### config.mk
export PLATFORM = sky130hd
export DESIGN_NAME = pad_div
export DESIGN_NICKNAME = d
export VERILOG_FILES = /design/src/hw/rtl/pad_pkg.sv /design/src/hw/rtl/pad_div.sv
export SDC_FILE = /design/constraint.sdc
export NUM_CORES = 2
export LEC_CHECK = 0
export CORE_MARGIN = 2
export CORE_UTILIZATION = 58
export DETAILED_ROUTE_END_ITERATION = 8
export DONT_BUFFER_PORTS = 1
export PLACE_DENSITY = 0.76
export SLEW_MARGIN = 15
export SYNTH_ARGS = -nofsm -noshare
export SYNTH_HDL_FRONTEND = slang
export SYNTH_SLANG_ARGS = --single-unit
### constraint.sdc
create_clock -name clk_i -period 9.61 [get_ports clk_i]
set_input_delay 2.4025 -clock clk_i [delete_from_list [all_inputs] [get_ports clk_i]]
set_output_delay 2.4025 -clock clk_i [all_outputs]
set_load 0.02 [all_outputs]
### src/hw/rtl/pad_pkg.sv
`default_nettype none

package pad_pkg;

  // register indexes of the configuration port
  localparam logic [2:0] CFG_ATT_X   = 3'd0;
  localparam logic [2:0] CFG_ATT_Y   = 3'd1;
  localparam logic [2:0] CFG_ATT_Z   = 3'd2;
  localparam logic [2:0] CFG_FALLOFF = 3'd3;
  localparam logic [2:0] CFG_ENV     = 3'd4;

  localparam logic [16:0] ONE_Q16   = 17'd65536;
  localparam logic [23:0] FALL_MIN  = 24'd65536;
  localparam logic [23:0] FALL_RST  = 24'd98304;

  // square root unit: 72-bit radicand, one root bit per stage
  localparam int SQ_IN_W  = 72;
  localparam int SQ_OUT_W = 36;
  localparam int SQ_REM_W = 38;

  // divider unit: 58-bit dividend, 33-bit divisor, 26 quotient bits
  localparam int DV_N_W = 58;
  localparam int DV_D_W = 33;
  localparam int DV_Q_W = 26;
  localparam int DV_R_W = 34;

  // pipeline depth of the top level (input register to output register)
  localparam int NST    = 135;
  localparam int SIDE_N = 134;
  localparam int ST_LEN = 40;

  typedef struct packed {
    logic [2:0][31:0] p;
    logic [16:0]      w;
    logic [2:0][32:0] m;
    logic [2:0]       neg;
    logic [32:0]      len;
  } side_t;

  // round(att * env / 2^16) on the magnitude, half away from zero
  function automatic logic [32:0] scale_att(input logic [31:0] att, input logic [16:0] env);
    logic [31:0] mag;
    logic [48:0] prod;
    logic [48:0] rnd;
    logic [32:0] r;
    mag  = att[31] ? (32'd0 - att) : att;
    prod = {17'd0, mag} * {32'd0, env};
    rnd  = prod + 49'd32768;
    r    = rnd[48:16];
    return att[31] ? (33'd0 - r) : r;
  endfunction

  function automatic logic [31:0] sat32(input logic [33:0] v);
    logic [31:0] r;
    if (!v[33] && (v[32:31] != 2'b00)) begin
      r = 32'h7fff_ffff;
    end else if (v[33] && (v[32:31] != 2'b11)) begin
      r = 32'h8000_0000;
    end else begin
      r = v[31:0];
    end
    return r;
  endfunction

endpackage

`default_nettype wire

### src/hw/rtl/pad_div.sv
`default_nettype none

module pad_div import pad_pkg::*; (
  input  wire logic              clk_i,
  input  wire logic              en_i,
  input  wire logic [DV_N_W-1:0] num_i,
  input  wire logic [DV_D_W-1:0] den_i,
  output logic      [DV_Q_W-1:0] quo_o
);

  logic [DV_R_W-1:0] rem_q [DV_Q_W];
  logic [DV_Q_W-1:0] low_q [DV_Q_W];
  logic [DV_D_W-1:0] den_q [DV_Q_W];
  logic [DV_Q_W-1:0] quo_q [DV_Q_W];

  for (genvar k = 0; k < DV_Q_W; k++) begin : g_stage
    logic [DV_R_W-1:0] rem_in;
    logic [DV_Q_W-1:0] low_in;
    logic [DV_D_W-1:0] den_in;
    logic [DV_Q_W-1:0] quo_in;
    logic [DV_R_W:0]   rem2;
    logic [DV_R_W:0]   diff;

    if (k == 0) begin : g_first
      // quotient fits the stage count, so the upper part is below the divisor
      assign rem_in = {{(DV_R_W-(DV_N_W-DV_Q_W)){1'b0}}, num_i[DV_N_W-1:DV_Q_W]};
      assign low_in = num_i[DV_Q_W-1:0];
      assign den_in = den_i;
      assign quo_in = '0;
    end else begin : g_next
      assign rem_in = rem_q[k-1];
      assign low_in = low_q[k-1];
      assign den_in = den_q[k-1];
      assign quo_in = quo_q[k-1];
    end

    assign rem2 = {rem_in, low_in[DV_Q_W-1]};
    assign diff = rem2 - {2'b00, den_in};

    always_ff @(posedge clk_i) begin
      if (en_i) begin
        if (rem2 >= {2'b00, den_in}) begin
          rem_q[k] <= diff[DV_R_W-1:0];
          quo_q[k] <= {quo_in[DV_Q_W-2:0], 1'b1};
        end else begin
          rem_q[k] <= rem2[DV_R_W-1:0];
          quo_q[k] <= {quo_in[DV_Q_W-2:0], 1'b0};
        end
        low_q[k] <= {low_in[DV_Q_W-2:0], 1'b0};
        den_q[k] <= den_in;
      end
    end
  end

  assign quo_o = quo_q[DV_Q_W-1];

endmodule

`default_nettype wire

Word-level counts from Yosys, hierarchy flattened
Memories as Yosys holds them, arrays and structs flattened.
Index checks and enable logic that the tools add are counted.

word-level totals
  memories = 4
  bits in registers = 0
  input port bits = 93
  output and inout port bits = 26
  RAM bits = 3068
  word-level logic and storage cells = 318

memory list
  name   words  width  rd ports  clocked after Yosys merged registers in  write ports  RTL line       RTL
  rem_q  26     34     25        0                                        26           pad_div.sv:11  logic [DV_R_W-1:0] rem_q [DV_Q_W];
  den_q  26     33     25        0                                        26           pad_div.sv:13  logic [DV_D_W-1:0] den_q [DV_Q_W];
  quo_q  26     26     26        0                                        26           pad_div.sv:14  logic [DV_Q_W-1:0] quo_q [DV_Q_W];
  low_q  26     25     25        0                                        26           pad_div.sv:12  logic [DV_Q_W-1:0] low_q [DV_Q_W];

operators by class
  add/subtract/negate cells = 26
  muxes and demuxes = 210
  bitwise operators = 52
  magnitude comparators = 26

operators with widths
  kind                                          count
  two-way mux 34 bit                            26
  greater-or-equal comparator 35 x 33 -> 1 bit  25
  subtractor 34 x 33 -> 34 bit                  25
  two-way mux 26 bit                            26
  two-way mux 1 bit                             158
  bitwise OR 1 bit                              52
  subtractor 33 x 33 -> 34 bit                  1
  greater-or-equal comparator 33 bit            1

Depth between registers and ports, before layout
An unclocked memory read counts as a cell.

  word-level depth = 6
  gate-level depth with buffers = 16

Worst setup path after synthesis
No wires, ideal clock.

  path type = input -> register
  start point = input port en_i
  end point = memory quo_q[20][0] (netlist: quo_q[1][104]) (enable)
  arrival time = 5030 ps
  setup slack = 4148 ps
  stages on the path = 5
  cells stage by stage = clkbuf_1 clkbuf_1 clkbuf_1 clkbuf_1 clkbuf_1

RTL lines
  what         RTL line       RTL
  from (decl)  pad_div.sv:5   input wire logic en_i,
  to (decl)    pad_div.sv:14

==> impl_metrics.toml <==
[outcome]
status = "completed"

[worst_setup_path]
required_ns = 10.27
cpMostUsedCell = "buf_16"
cp_data_arrival_time_ns = 8.36
crit_type = "in -> reg"
crit_buf_inv = 7
crit_path_cell_trace = "buf_16, buf_16, buf_16, buf_16, buf_16, buf_16, nor4b_1, nand2_1, a31oi_1, o21ai_0, nor2_4, buf_4, mux2_2"
cp_max_fo = 166
crit_start = "en_i"
endpoint_kind = "register"
r2r_slack_ns = 4.58
reg2reg_depth = 12
max_stage_delay_ns = 0.57
r2r_end = "rem_q[0][327]"
crit_family = "buffers and inverters"
slowest_stage = "buf_16"
worstReg2RegStart = "den_q[0][292]"
startpoint_type = "input port"

[routing]
drcViolationCount = 0
antenna_left = 0
avgViaCountPerCell = 6.014
vias = 84600
drt_iter0_markers = 7470
routedWlPerCell_um = 20.89
wirelength_mm = 293.9
wl_met1_mm = 128.3
firstDrtPassIters = 6
met2RoutedLength_mm = 138.0
wl_met3_mm = 16.59
top_layer = "met5"

[final_layout]
synthToLayoutAreaGrowth_pct = 9.096
final_layout_size_suffix_gt1_share_pct = 6.502
final_cell_mix = "edfxtp_1 (2350), inv_1 (1061), a21oi_1 (924)"
final_common_cell = "edfxtp_1"
fin_nets = 12002

[sta]
fin_crit_sh_pct = 80.14
fin_crit_ns = 7.701
worst_pin_slew_ns = 1.237
slew_headroom_pct = 16.40
max_freq_ghz = 0.1298
fin_ws_ns = 1.909
slew_viol_final = 0
finalSetupViolCount = 0
tns_ns = 0
skew_ns = 0.04223
hold_violations = 0
rsz0062_at_grt = "no"

[pwr]
power_density_nw_per_um2 = 329.2
max-vdd-ir-drop_uv = 165.5
comb_power_share_pct = 41.7
p_leak_uw = 0.05570
switching_share_pct = 36.62
internal-power_uw = 28820
power_frac_seq_pct = 36.5
p_sw_uw = 16650
clkPwrFrac_pct = 21.8

[clocking]
root_buffer = "clkbuf_16"
cts-htree-levels = 5
numClockSinks = 2351
cts_tree = "done"
cts_max_path_buffers = 4
holdBufCountCts = 0
cts_resized = 0
numCtsBuffers = 275
clkTransAtPathRegs_ns = 0.05
clkLatencyLatePin_ns = 0.91
post_cts_buffers = 0

[placed_design]
port_buffers = 0
gp_congestion = 0.9732
dp_slack_ns = 1.433
dp_hpwl_mm = 218.0

[logic_synthesis]
synth_compound_area_share_pct = 15.13
syn_area_um2 = 126600
synth-simple-area-share_pct = 8.963
synth_cell_types = 103
synth_top_family_by_area = "compound AO/OA/AOI/OAI gates"
synthArstFlopShare_pct = 0
yosysSeqAreaShare_pct = 55.74
synth-adder-area-share_pct = 8.872
synth_area_per_cell_um2 = 11.49
yosysWarnings = 0
synth_ff_type = "edfxtp_1"
synth_edf_count = 2350
yosys.area_share.xor_xnor_pct = 4.952
ys_ff_latch = 2351
synthMuxAreaShare_pct = 2.165
syn_nets = 11993
syn_inst = 11017

[global_routing]
grtUsageTotal_pct = 26.00
grt_pass1_vias = 81484
antenna_found_initial = 5
grt_max_degree = 262
grt_first_pass_wirelength_mm = 457.6
overflow = 0

[floorplan]
die-area_um2 = 222100
start_util_pct = 58.31
ioPinCount = 119
rows = 171
core-area_um2 = 217200
die_w_um = 471.3
fp.dieH_um = 471.3

[hold_path]
hold_path.class = "reg -> reg"
holdPathEnd = "quo_q[0][183]"
hold_start = "quo_q[0][156]"
holdPathStages = 0

[job]
drv_cap = 0
==> worst register-to-register path, stage by stage, from the launching register on <==
cell,delay (ns)
edfxtp_1,0.42
inv_1,0.06
ha_1,0.55
and4_1,0.35
nand2_1,0.11
nor4_1,0.94
nand4_1,0.48
o21ai_0,0.18
o21ai_0,0.09
nand2_1,0.16
o21ba_2,0.43
inv_2,0.62
mux2_2,0.41
==> synthesized netlist by cell type, types with 26 or more instances <==
master    number  area (µm²)
a211oi_1      69       518.0
a21o_1       535        4016
a21oi_1      925        4629
a31oi_1      102       638.1
and2_1        59       369.1
and3_1        94       588.1
and4_1        29       254.0
buf_2         58       290.3
clkbuf_1     228       855.8
edfxtp_1    2350       70570
ha_1         858       10740
inv_1       1061        3983
mux2_2       193        2173
nand2_1      807        3029
nand2b_1      97       606.8
nand3_1      196       980.9
nand4_1      143       894.6
nor2_1       584        2192
nor2b_1       94       588.1
nor3_1       128       640.6
nor4_1        31       193.9
o211ai_1      59       442.9
o21a_1       100       750.7
o21ai_0      768        3844
o21bai_1     109       818.3
o31ai_1       68       510.5
or2_2         26       162.7
or3_1         26       162.7
xnor2_1      412        3608
xor2_1       304        2663
==> state kept, by name (all words and copies together) (netlist names) <==
| name | flops |
|---|---|
| low_q | 325 |
| rem_q | 850 |
| den_q | 825 |
| quo_q | 351 |
==> cell type report <==
cell class | count | area, µm²
Clock buffer | 321 | 7203
Multi-Input combinational cell | 7292 | 50890
Antenna cell | 2 | 5.005
Inverter | 1063 | 3990
Fill cell | 16561 | 79010
Tap cell | 2854 | 3571
Clock inverter | 142 | 1247
Sequential cell | 2351 | 70590
Timing Repair Buffer | 43 | 663.1
==> power by group through the flow <==
stage	Clock, µW	Sequential [µW]	Combinational, µW
floorplan	0	15700	14600
detailed placement	0	16800	18600
finish	9910	16600	19000
global route	10500	16800	21000
CTS	10100	16600	18700
global placement	0	16800	18100
==> worst max path at each step <==
stage,to,slack [ns],depth (start not counted)
3_5_place_dp,rem_q[0][132],1.43,11
3_3_place_gp,rem_q[0][132],1.62,11
4_1_cts,rem_q[0][132],2.38,11
5_1_grt,rem_q[1][271],1.63,15
2_1_floorplan,quo_q[1][104],4.15,5
6_report,rem_q[1][239],1.91,13
==> logic make-up after synthesis <==
group,Yosys count
AOI/OAI and AO/OA,3058
xor gates and xnor gates,716
adders and majority gates,883
buffers and inverters,1374
DFF,2351
muxes,239
and+or+nand+nor,2396
==> stage by stage <==
step	std cells	power [µW]	utilization [%]	hold slack, ns	cell area (µm²)
finish	14068	45480	63.62	0.3996	138200
global placement	13596	34870	59.63	0.4002	129500
CTS	14060	45440	63.54	0.3980	138000
detailed placement	13597	35340	59.64	0.4045	129500
floorplan	11017	30370	-	0.4003	126600
global route	14067	48300	63.62	0.4095	138200
==> per-layer routing <==
layer,vias to the layer above,track usage [%]
li1,40558,-
met2,2685,42.52
met5,-,0
met4,4,9.445
met3,631,3.421
met1,40722,35.70
Note: power is estimated with default switching activity, not from simulation.
